[src/sv/fmp4_pkg.sv]
// Package: constants and types shared by the first-sample byte-cap parser.
`timescale 1ns / 1ps
package fmp4_pkg;
  localparam int unsigned PosW = 33;
  localparam int unsigned CapW = 34;
  localparam logic [PosW-1:0] PosMax = {PosW{1'b1}};
  localparam logic [31:0] FourccMoof = 32'h6D6F6F66;
  localparam logic [31:0] FourccTraf = 32'h74726166;
  localparam logic [31:0] FourccTfhd = 32'h74666864;
  localparam logic [31:0] FourccTrun = 32'h7472756E;

  typedef enum logic [2:0] {
    PH_MOOF_HDR,
    PH_MOOF_WALK,
    PH_TRAF_WALK,
    PH_DONE,
    PH_REJECT
  } phase_e;

  typedef enum logic [1:0] {
    KIND_NONE,
    KIND_TFHD,
    KIND_TRUN
  } kind_e;

  // Parser status handed to the result stage.
  typedef struct packed {
    logic            valid;
    logic            ok;
    logic [31:0]     moof_len;
    logic [31:0]     first;
  } sum_t;
endpackage

[src/sv/fmp4_parse.sv]
// Byte-walking parser: box walk, field capture and result decision per byte.
`timescale 1ns / 1ps
module fmp4_parse (
  input  logic           clk_i,
  input  logic           rst_ni,
  input  logic           in_take_i,
  input  logic [7:0]     data_byte_i,
  input  logic           last_byte_i,
  input  logic           sum_ready_i,
  output fmp4_pkg::sum_t sum_o
);
  import fmp4_pkg::*;

  logic [PosW-1:0] pos_q, pos_d;
  logic [63:0]     hs_q, hs_d;
  logic [31:0]     moof_q, moof_d;
  phase_e          ph_q, ph_d;
  logic [PosW-1:0] mch_q, mch_d, tend_q, tend_d, tch_q, tch_d;
  logic            traf_q, traf_d;
  kind_e           kind_q, kind_d;
  logic [PosW-1:0] pst_q, pst_d;
  logic [PosW-1:0] doff_q, doff_d, roff_q, roff_d;
  logic            darm_q, darm_d, rarm_q, rarm_d;
  logic [31:0]     dsz_q, dsz_d, rsz_q, rsz_d;
  sum_t            sum_q, sum_d;

  // Wide intermediates for offset math (one bit above position width).
  logic [PosW:0]   p_w, sz_w, len_w;
  logic [23:0]     flags;
  logic [31:0]     sz, ty, last4;

  always_comb begin
    pos_d = pos_q; hs_d = hs_q; moof_d = moof_q; ph_d = ph_q;
    mch_d = mch_q; tend_d = tend_q; tch_d = tch_q; traf_d = traf_q;
    kind_d = kind_q; pst_d = pst_q; doff_d = doff_q; roff_d = roff_q;
    darm_d = darm_q; rarm_d = rarm_q; dsz_d = dsz_q; rsz_d = rsz_q;
    sum_d = sum_q;
    // a waiting result stays until the output stage takes it
    if (sum_ready_i) sum_d.valid = 1'b0;
    p_w = '0; sz_w = '0; len_w = '0;
    flags = '0; sz = '0; ty = '0; last4 = '0;
    if (in_take_i) begin
      hs_d = {hs_q[55:0], data_byte_i};
      if (pos_q != PosMax) pos_d = pos_q + 1'b1;
      // field captures
      if (darm_q && {1'b0, pos_q} == {1'b0, doff_q} + 34'd3) begin
        dsz_d = hs_d[31:0]; darm_d = 1'b0;
      end
      if (rarm_q && {1'b0, pos_q} == {1'b0, roff_q} + 34'd3) begin
        rsz_d = hs_d[31:0]; rarm_d = 1'b0;
      end
      // full-box flag evaluation
      flags = hs_d[55:32];
      last4 = hs_d[31:0];
      if (kind_q != KIND_NONE && {1'b0, pos_q} == {1'b0, pst_q} + 34'd15) begin
        p_w = {1'b0, pst_q} + 34'd16;
        if (kind_q == KIND_TFHD) begin
          if (flags[0]) p_w = p_w + 34'd8;
          if (flags[1]) p_w = p_w + 34'd4;
          if (flags[3]) p_w = p_w + 34'd4;
          if (flags[4] && p_w + 34'd4 <= {1'b0, tend_q}) begin
            doff_d = p_w[PosW-1:0]; darm_d = 1'b1;
          end
        end else begin
          if (flags[0]) p_w = p_w + 34'd4;
          if (flags[2]) p_w = p_w + 34'd4;
          if (last4 != 32'd0) begin
            if (flags[8] && p_w + 34'd4 <= {1'b0, tend_q}) p_w = p_w + 34'd4;
            if (flags[9] && p_w + 34'd4 <= {1'b0, tend_q}) begin
              roff_d = p_w[PosW-1:0]; rarm_d = 1'b1;
            end
          end
        end
        kind_d = KIND_NONE;
      end
      // box walk
      sz = hs_d[63:32];
      ty = hs_d[31:0];
      unique case (ph_q)
        PH_MOOF_HDR: begin
          if (pos_q == 33'd7) begin
            moof_d = sz;
            if (sz < 32'd8 || ty != FourccMoof) ph_d = PH_REJECT;
            else begin
              mch_d = 33'd8;
              ph_d = (sz < 32'd16) ? PH_DONE : PH_MOOF_WALK;
            end
          end
        end
        PH_MOOF_WALK: begin
          if ({1'b0, pos_q} == {1'b0, mch_q} + 34'd7) begin
            sz_w = {1'b0, mch_q} + {2'b0, sz};
            if (sz < 32'd8 || sz_w > {2'b0, moof_q}) ph_d = PH_DONE;
            else if (ty == FourccTraf) begin
              traf_d = 1'b1;
              tend_d = sz_w[PosW-1:0];
              tch_d = mch_q + 33'd8;
              ph_d = ({1'b0, mch_q} + 34'd16 > sz_w) ? PH_DONE : PH_TRAF_WALK;
            end else begin
              mch_d = sz_w[PosW-1:0];
              if (sz_w + 34'd8 > {2'b0, moof_q}) ph_d = PH_DONE;
            end
          end
        end
        PH_TRAF_WALK: begin
          if ({1'b0, pos_q} == {1'b0, tch_q} + 34'd7) begin
            sz_w = {1'b0, tch_q} + {2'b0, sz};
            if (sz < 32'd8 || sz_w > {1'b0, tend_q}) ph_d = PH_DONE;
            else begin
              if ((ty == FourccTfhd || ty == FourccTrun) &&
                  {1'b0, tch_q} + 34'd16 <= {1'b0, tend_q}) begin
                kind_d = (ty == FourccTfhd) ? KIND_TFHD : KIND_TRUN;
                pst_d = tch_q;
              end
              tch_d = sz_w[PosW-1:0];
              if (sz_w + 34'd8 > {1'b0, tend_q}) ph_d = PH_DONE;
            end
          end
        end
        default: ;
      endcase
      // end of buffer: decide and restart
      if (last_byte_i) begin
        len_w = {1'b0, pos_q} + 34'd1;
        sum_d.valid = 1'b1;
        sum_d.moof_len = moof_d;
        sum_d.first = (rsz_d != 32'd0) ? rsz_d : dsz_d;
        sum_d.ok = len_w >= 34'd8 && ph_d != PH_REJECT && ph_d != PH_MOOF_HDR &&
                   len_w >= {2'b0, moof_d} && traf_d;
        pos_d = '0; hs_d = '0; moof_d = '0; ph_d = PH_MOOF_HDR;
        mch_d = 33'd8; tend_d = '0; tch_d = '0; traf_d = 1'b0;
        kind_d = KIND_NONE; pst_d = '0; doff_d = '0; roff_d = '0;
        darm_d = 1'b0; rarm_d = 1'b0; dsz_d = '0; rsz_d = '0;
      end
    end
  end

  // State registers
  always_ff @(posedge clk_i or negedge rst_ni) begin
    if (!rst_ni) begin
      pos_q <= '0; hs_q <= '0; moof_q <= '0; ph_q <= PH_MOOF_HDR;
      mch_q <= 33'd8; tend_q <= '0; tch_q <= '0; traf_q <= 1'b0;
      kind_q <= KIND_NONE; pst_q <= '0; doff_q <= '0; roff_q <= '0;
      darm_q <= 1'b0; rarm_q <= 1'b0; dsz_q <= '0; rsz_q <= '0;
      sum_q <= '0;
    end else begin
      pos_q <= pos_d; hs_q <= hs_d; moof_q <= moof_d; ph_q <= ph_d;
      mch_q <= mch_d; tend_q <= tend_d; tch_q <= tch_d; traf_q <= traf_d;
      kind_q <= kind_d; pst_q <= pst_d; doff_q <= doff_d; roff_q <= roff_d;
      darm_q <= darm_d; rarm_q <= rarm_d; dsz_q <= dsz_d; rsz_q <= rsz_d;
      sum_q <= sum_d;
    end
  end

  assign sum_o = sum_q;
endmodule

[src/sv/fmp4_out.sv]
// Result stage: final add and output register with stall handling.
`timescale 1ns / 1ps
module fmp4_out (
  input  logic                      clk_i,
  input  logic                      rst_ni,
  input  fmp4_pkg::sum_t            sum_i,
  input  logic                      out_stall_i,
  output logic                      sum_ready_o,
  output logic                      out_valid_o,
  output logic [fmp4_pkg::CapW-1:0] byte_cap_o,
  output logic                      busy_o
);
  import fmp4_pkg::*;

  logic            vld_q;
  logic [CapW-1:0] cap_q, cap_d;

  // moof + 8 + first size, or zero
  always_comb begin
    cap_d = '0;
    if (sum_i.ok && sum_i.first != 32'd0)
      cap_d = {2'b0, sum_i.moof_len} + 34'd8 + {2'b0, sum_i.first};
  end

  // output register is free or drains this cycle
  assign sum_ready_o = !vld_q || !out_stall_i;

  always_ff @(posedge clk_i or negedge rst_ni) begin
    if (!rst_ni) begin
      vld_q <= 1'b0;
    end else if (sum_i.valid && sum_ready_o) begin
      vld_q <= 1'b1;
    end else if (!out_stall_i) begin
      vld_q <= 1'b0;
    end
  end

  always_ff @(posedge clk_i) begin
    if (sum_i.valid && sum_ready_o) cap_q <= cap_d;
  end

  assign out_valid_o = vld_q;
  assign byte_cap_o  = cap_q;
  // hold input while a finished result waits behind a full output register
  assign busy_o = vld_q && sum_i.valid;
endmodule

[src/sv/fmp4_first_sample_byte_cap_top.sv]
// Top level of the fragmented-MP4 first-sample byte-cap parser.
//   channel | direction | handshake          | payload
//   in      | input     | in_valid_i/in_stall_o   | data_byte_i, last_byte_i
//   out     | output    | out_valid_o/out_stall_i | byte_cap_o
// One byte per cycle unless stalled; the byte walk is a single registered pass.
// A result is registered in the parse stage, then in the output register.
// Reset clears all parse state; after each last byte the parser restarts.
// Input stalls while a finished result waits in the parse stage behind a full
// output register; in_stall_o comes from registers only.
`timescale 1ns / 1ps
module fmp4_first_sample_byte_cap_top (
  input  logic                      clk_i,
  input  logic                      rst_ni,
  input  logic                      in_valid_i,
  output logic                      in_stall_o,
  input  logic [7:0]                data_byte_i,
  input  logic                      last_byte_i,
  output logic                      out_valid_o,
  input  logic                      out_stall_i,
  output logic [fmp4_pkg::CapW-1:0] byte_cap_o
);
  import fmp4_pkg::*;

  sum_t sum;
  logic busy, sum_ready;

  // Stall input while the pending result cannot move on.
  assign in_stall_o = busy;

  fmp4_parse u_parse (
    .clk_i, .rst_ni,
    .in_take_i   (in_valid_i && !in_stall_o),
    .data_byte_i, .last_byte_i,
    .sum_ready_i (sum_ready),
    .sum_o       (sum)
  );

  fmp4_out u_out (
    .clk_i, .rst_ni,
    .sum_i       (sum),
    .out_stall_i,
    .sum_ready_o (sum_ready),
    .out_valid_o,
    .byte_cap_o,
    .busy_o      (busy)
  );
endmodule
[config.mk]
export PLATFORM = sky130hd
export DESIGN_NAME = fmp4_first_sample_byte_cap_top
export DESIGN_NICKNAME = d
export VERILOG_FILES = /design/src/sv/fmp4_pkg.sv /design/src/sv/fmp4_parse.sv /design/src/sv/fmp4_out.sv /design/src/sv/fmp4_first_sample_byte_cap_top.sv
export SDC_FILE = /design/constraint.sdc
export NUM_CORES = 2
export LEC_CHECK = 0
export BUFFER_PORTS_ARGS = -buffer_cell sky130_fd_sc_hd__buf_2
export CAP_MARGIN = 20
export CORE_MARGIN = 8
export CORE_UTILIZATION = 63
export CTS_BUF_LIST = sky130_fd_sc_hd__clkbuf_8 sky130_fd_sc_hd__clkbuf_16
export DETAILED_ROUTE_END_ITERATION = 7
export HOLD_SLACK_MARGIN = 0.02
export PLACE_DENSITY = 0.77
export SYNTH_ARGS = -nofsm -noshare
export SYNTH_HDL_FRONTEND = slang
export SYNTH_SLANG_ARGS = --single-unit
[constraint.sdc]
create_clock -name clk_i -period 12.7 [get_ports clk_i]
set_input_delay 2.54 -clock clk_i [delete_from_list [all_inputs] [get_ports clk_i]]
set_output_delay 2.54 -clock clk_i [all_outputs]
set_load 0.01 [all_outputs]
==> metrics.md <==
| Metric | Value |
|---|---|
| Endpoints failing setup | `0` |
| Hold buffer count at cts | `0` |
| Number of flops mapped to enable cells by yosys | `34` |
| Max incr delay on CP | `0.70 ns` |
| Final #Nets | `6448` |
| Fin crit share | `0.9349` |
| Static Leakage | `23.04 nW` |
| Syn. warnings | `0` |
| Flop pwr share | `0.425` |
| P&R area growth vs syn | `7.592%` |
| Worst VDD drop | `0.09826 mV` |
| Net Sw Frac | `0.2858` |
| Final Skew | `0.03690 ns` |
| Reg2Reg Launch Point | `u_parse.pst_q[4]$_DFFE_PN0P_` |
| Final HPWL DP | `142.3 mm` |
| Die Y | `294.1 um` |
| Initial DRC count | `5543` |
| H-tree levels | `2` |
| Routed WL | `186.8 mm` |
| Maximum operating frequency | `0.08423 GHz` |
| Syn Nets | `6536` |
| Slowest CP cell | `or4_1` |
| Arrival time at the worst endpoint | `12.41 ns` |
| Pin count of the biggest net entering global routing | `165` |
| Most common flop cell mapped by yosys | `dfrtp_1` |
| Total number of vias | `48100` |
| Final hold vios | `0` |
| Routed Antenna Nets | `0` |
| Sequential fraction of the synthesis area | `0.2562` |
| Post-Place Cells | `6959` |
| RSZ-0062 raised after global routing | `false` |
| Number of synthesized register bits | `492` |
| CTS Buffer Depth | `3` |
| Unique masters post-synth | `111` |
| Routed len/inst | `26.38 um` |
| Cell area after layout | `52410 um^2` |
| Max Cap Viol | `0` |
| CP dominant cell by count | `a21oi_1` |
| Slew Viols, Final | `0` |
| Critical R2R Capture | `u_parse.roff_q[20]$_DFFE_PN0P_` |
| CP required | `13.24 ns` |
| Final TNS setup | `0 ns` |
| Combinational cell fraction of total power | `0.130` |
| Root Buffer | `clkbuf_16` |
| Crit Path Category | `flip-flop to flip-flop` |
| Internal | `2.866 mW` |
| TritonCTS clock tree | `built` |
| CP Launch Type | `flip-flop` |
| Status | `finished, violations left` |
| Failing checks | `DRC` |
| PortBufs | `48` |
| Net Switching | `1.147 mW` |
| Final Instance Count excl. Fillers | `7082` |
| Hold crit path type | `flip-flop to flip-flop` |
| Drt via density | `6.791` |
| Num CTS Buffers | `56` |
| Hold path endpoint | `u_parse.dsz_q[12]$_DFFE_PN0P_` |
| Cell area power density | `76.57 nW/um^2` |
| Final Critical Period | `11.87 ns` |
| Die Width | `294.1 um` |
| Worst-path fanout max | `33` |
| Initial antenna violation count | `12` |
| Crit path max-delay family | `compound AO/OA/AOI/OAI gates` |
| Core box area | `76960 um^2` |
| Area leader, netlist | `dfrtp_1` |
| Hold Startpoint | `u_parse.dsz_q[12]$_DFFE_PN0P_` |
| Ys async rst share | `0.9309` |
| Clock power share | `0.446` |
| Synth area leaders | `dfrtp_1 23%, ha_1 11%, xnor2_1 8.9%` |
| Reg clk slew, reported paths | `0.08 ns` |
| Starting Density | `0.6330` |
| I/O pin cnt | `49` |
| Crit. End Element | `flip-flop` |
| Die footprint | `86480 um^2` |
| Hold depth | `2` |
| Grt total ovfl | `0` |
| Syn Area/Cell | `8.015 um^2` |
| Mapped cell area | `48720 um^2` |
| R2R cell count | `51` |
| Routability-driven placement congestion ratio | `1.045` |
| Vias in the first global route | `43790` |
| Num Clock Sinks | `492` |
| Critical path depth in cells | `51` |
| Yosys top cell area share | `0.2348` |
| Worst-Skew Late Latency | `0.66 ns` |
| Drc violations | `1` |
| Crit path buf inv count | `5` |
| Area of placed instances | `50000 um^2` |
| Share of cells above drive strength 1 | `0.07171` |
| Worst Tran Pin Value | `1.311 ns` |
| Row count | `102` |
| Total Routing Usage GR | `0.4157` |
| Relative slew slack | `0.1262` |
| First-pass detailed-route iteration total | `8` |
| Cells after synthesis | `6078` |
| First-pass GRT wire length | `274.8 mm` |
| Setup slack, reg-to-reg | `0.83 ns` |
==> cell families after synthesis <==
| logic type | after synthesis | share of synthesized area |
|---|---|---|
| AND/OR/NAND/NOR | 2368 | 0.2466 |
| AO/OA/AOI/OAI | 1396 | 0.1866 |
| XOR/XNOR | 762 | 0.1379 |
| buffers and inverters | 549 | 0.04400 |
| flip-flops | 492 | 0.2562 |
| adder cells (fa/ha/maj) | 447 | 0.1152 |
| multiplexers | 64 | 0.01348 |
==> power groups by stage <==
stage	Combinational (mW)	Clock [mW]	Sequential, mW
finish	0.520	1.79	1.70
global route	0.562	1.85	1.70
CTS	0.507	1.79	1.70
detailed placement	0.504	0	1.73
global placement	0.494	0	1.73
floorplan	0.335	0	1.68
==> flip-flops by register name (all words and copies together) (netlist names), 32 cells and up <==
| name | cells |
|---|---|
| u_parse.moof_q | 32 |
| u_parse.pos_q | 33 |
| u_parse.doff_q | 33 |
| u_parse.tch_q | 33 |
| u_parse.pst_q | 33 |
| u_parse.hs_q | 56 |
| u_parse.rsz_q | 32 |
| u_parse.mch_q | 33 |
| u_parse.sum_o | 66 |
| u_parse.roff_q | 33 |
| u_parse.tend_q | 33 |
| u_parse.dsz_q | 32 |
| u_out.byte_cap_o | 34 |
==> routing by layer <==
layer | wire, um | up-vias | part of all wire | track usage
li1 | - | 21730 | - | -
met1 | 71810 | 22850 | 0.38 | 0.5442
met2 | 77260 | 2879 | 0.41 | 0.6113
met3 | 24080 | 631 | 0.13 | 0.1115
met4 | 13560 | 10 | 0.073 | 0.2489
met5 | 99 | - | 0.00053 | 0
==> cells in the mapped netlist (23+ instances only) <==
cell type and n:
nand2b_1 96, nand3_1 198, a21o_1 160, and4_1 35
a31oi_1 75, and3_1 84, nor2_1 456, nand3b_1 49
nand4_1 176, edfxtp_1 34, o211ai_1 32, o21a_1 41
o22ai_1 41, nor4_1 99, buf_1 35, or2_2 37
a22o_1 82, ha_1 442, a21oi_1 293, and2_1 53
xnor2_1 497, inv_1 214, o31ai_1 83, a22oi_1 36
nand2_1 709, buf_2 23, or3_1 43, a211oi_1 38
nor3_1 157, xor2_1 261, dfrtp_1 457, o21ai_0 351
mux2i_1 51, nor2b_1 45, clkbuf_1 265
==> worst register-to-register path, delay by kind of cell, from the launching register on <==
family | cells | cell delay [ns]
AO/OA/AOI/OAI | 20 | 4.05
XOR/XNOR | 3 | 0.56
adder cells (fa/ha/maj) | 3 | 1.00
buffers and inverters | 5 | 1.22
flip-flops | 1 | 0.42
multiplexers | 2 | 0.65
AND/OR/NAND/NOR | 18 | 3.86
==> how the worst max path moves through the flow <==
stage	from	to	slack [ns]
floorplan	u_parse.pst_q[4]$_DFFE_PN0P_	u_parse.roff_q[0]$_DFFE_PN0P_	1.61
global placement	u_parse.pst_q[5]$_DFFE_PN0P_	u_parse.roff_q[23]$_DFFE_PN0P_	0.48
detailed placement	u_parse.pst_q[5]$_DFFE_PN0P_	u_parse.roff_q[28]$_DFFE_PN0P_	0.20
CTS	u_parse.pst_q[5]$_DFFE_PN0P_	u_parse.roff_q[20]$_DFFE_PN0P_	0.17
global route	u_parse.pst_q[4]$_DFFE_PN0P_	u_parse.roff_q[20]$_DFFE_PN0P_	0.06
finish	u_parse.pst_q[4]$_DFFE_PN0P_	u_parse.roff_q[20]$_DFFE_PN0P_	0.83
==> per-stage QoR <==
step / hold slack [ns] / util / setup slack [ns] / total power, mW
final: 0.4801 / 0.6811 / 0.8271 / 4.013
after global placement: 0.4620 / 0.6496 / 0.4828 / 2.222
after CTS: 0.4833 / 0.6760 / 0.1691 / 3.997
after floorplan: 0.4431 / - / 1.612 / 2.015
after global routing: 0.4949 / 0.6810 / 0.05878 / 4.116
after detailed placement: 0.4701 / 0.6497 / 0.2019 / 2.232
==> cells in the final DEF (no fill, tap or decap), types with 93 or more instances in the layout <==
cell,instances
nand2_1,706
xnor2_1,493
dfrtp_1,454
nor2_1,453
ha_1,441
o21ai_0,347
a21oi_1,292
xor2_1,258
inv_1,219
nand3_1,198
nand4_1,176
a21o_1,160
nor3_1,155
buf_4,131
nand2b_1,96
nor4_1,93
==> cell type report <==
cell class | count | area, um^2
Clock buffer | 74 | 1649
Multi-Input combinational cell | 5037 | 34350
Sequential cell | 492 | 12490
Clock inverter | 32 | 377.9
Inverter | 215 | 807.0
Timing Repair Buffer | 188 | 1429
Tap cell | 1040 | 1301
Fill cell | 6579 | 24540
Antenna cell | 4 | 10.01
==> repair_timing <==
item,4_1_cts,5_1_grt
endpoints found under the setup margin,0,34
resized for setup,0,32
setup buffers,0,4
(Power assumes the default switching activity.)
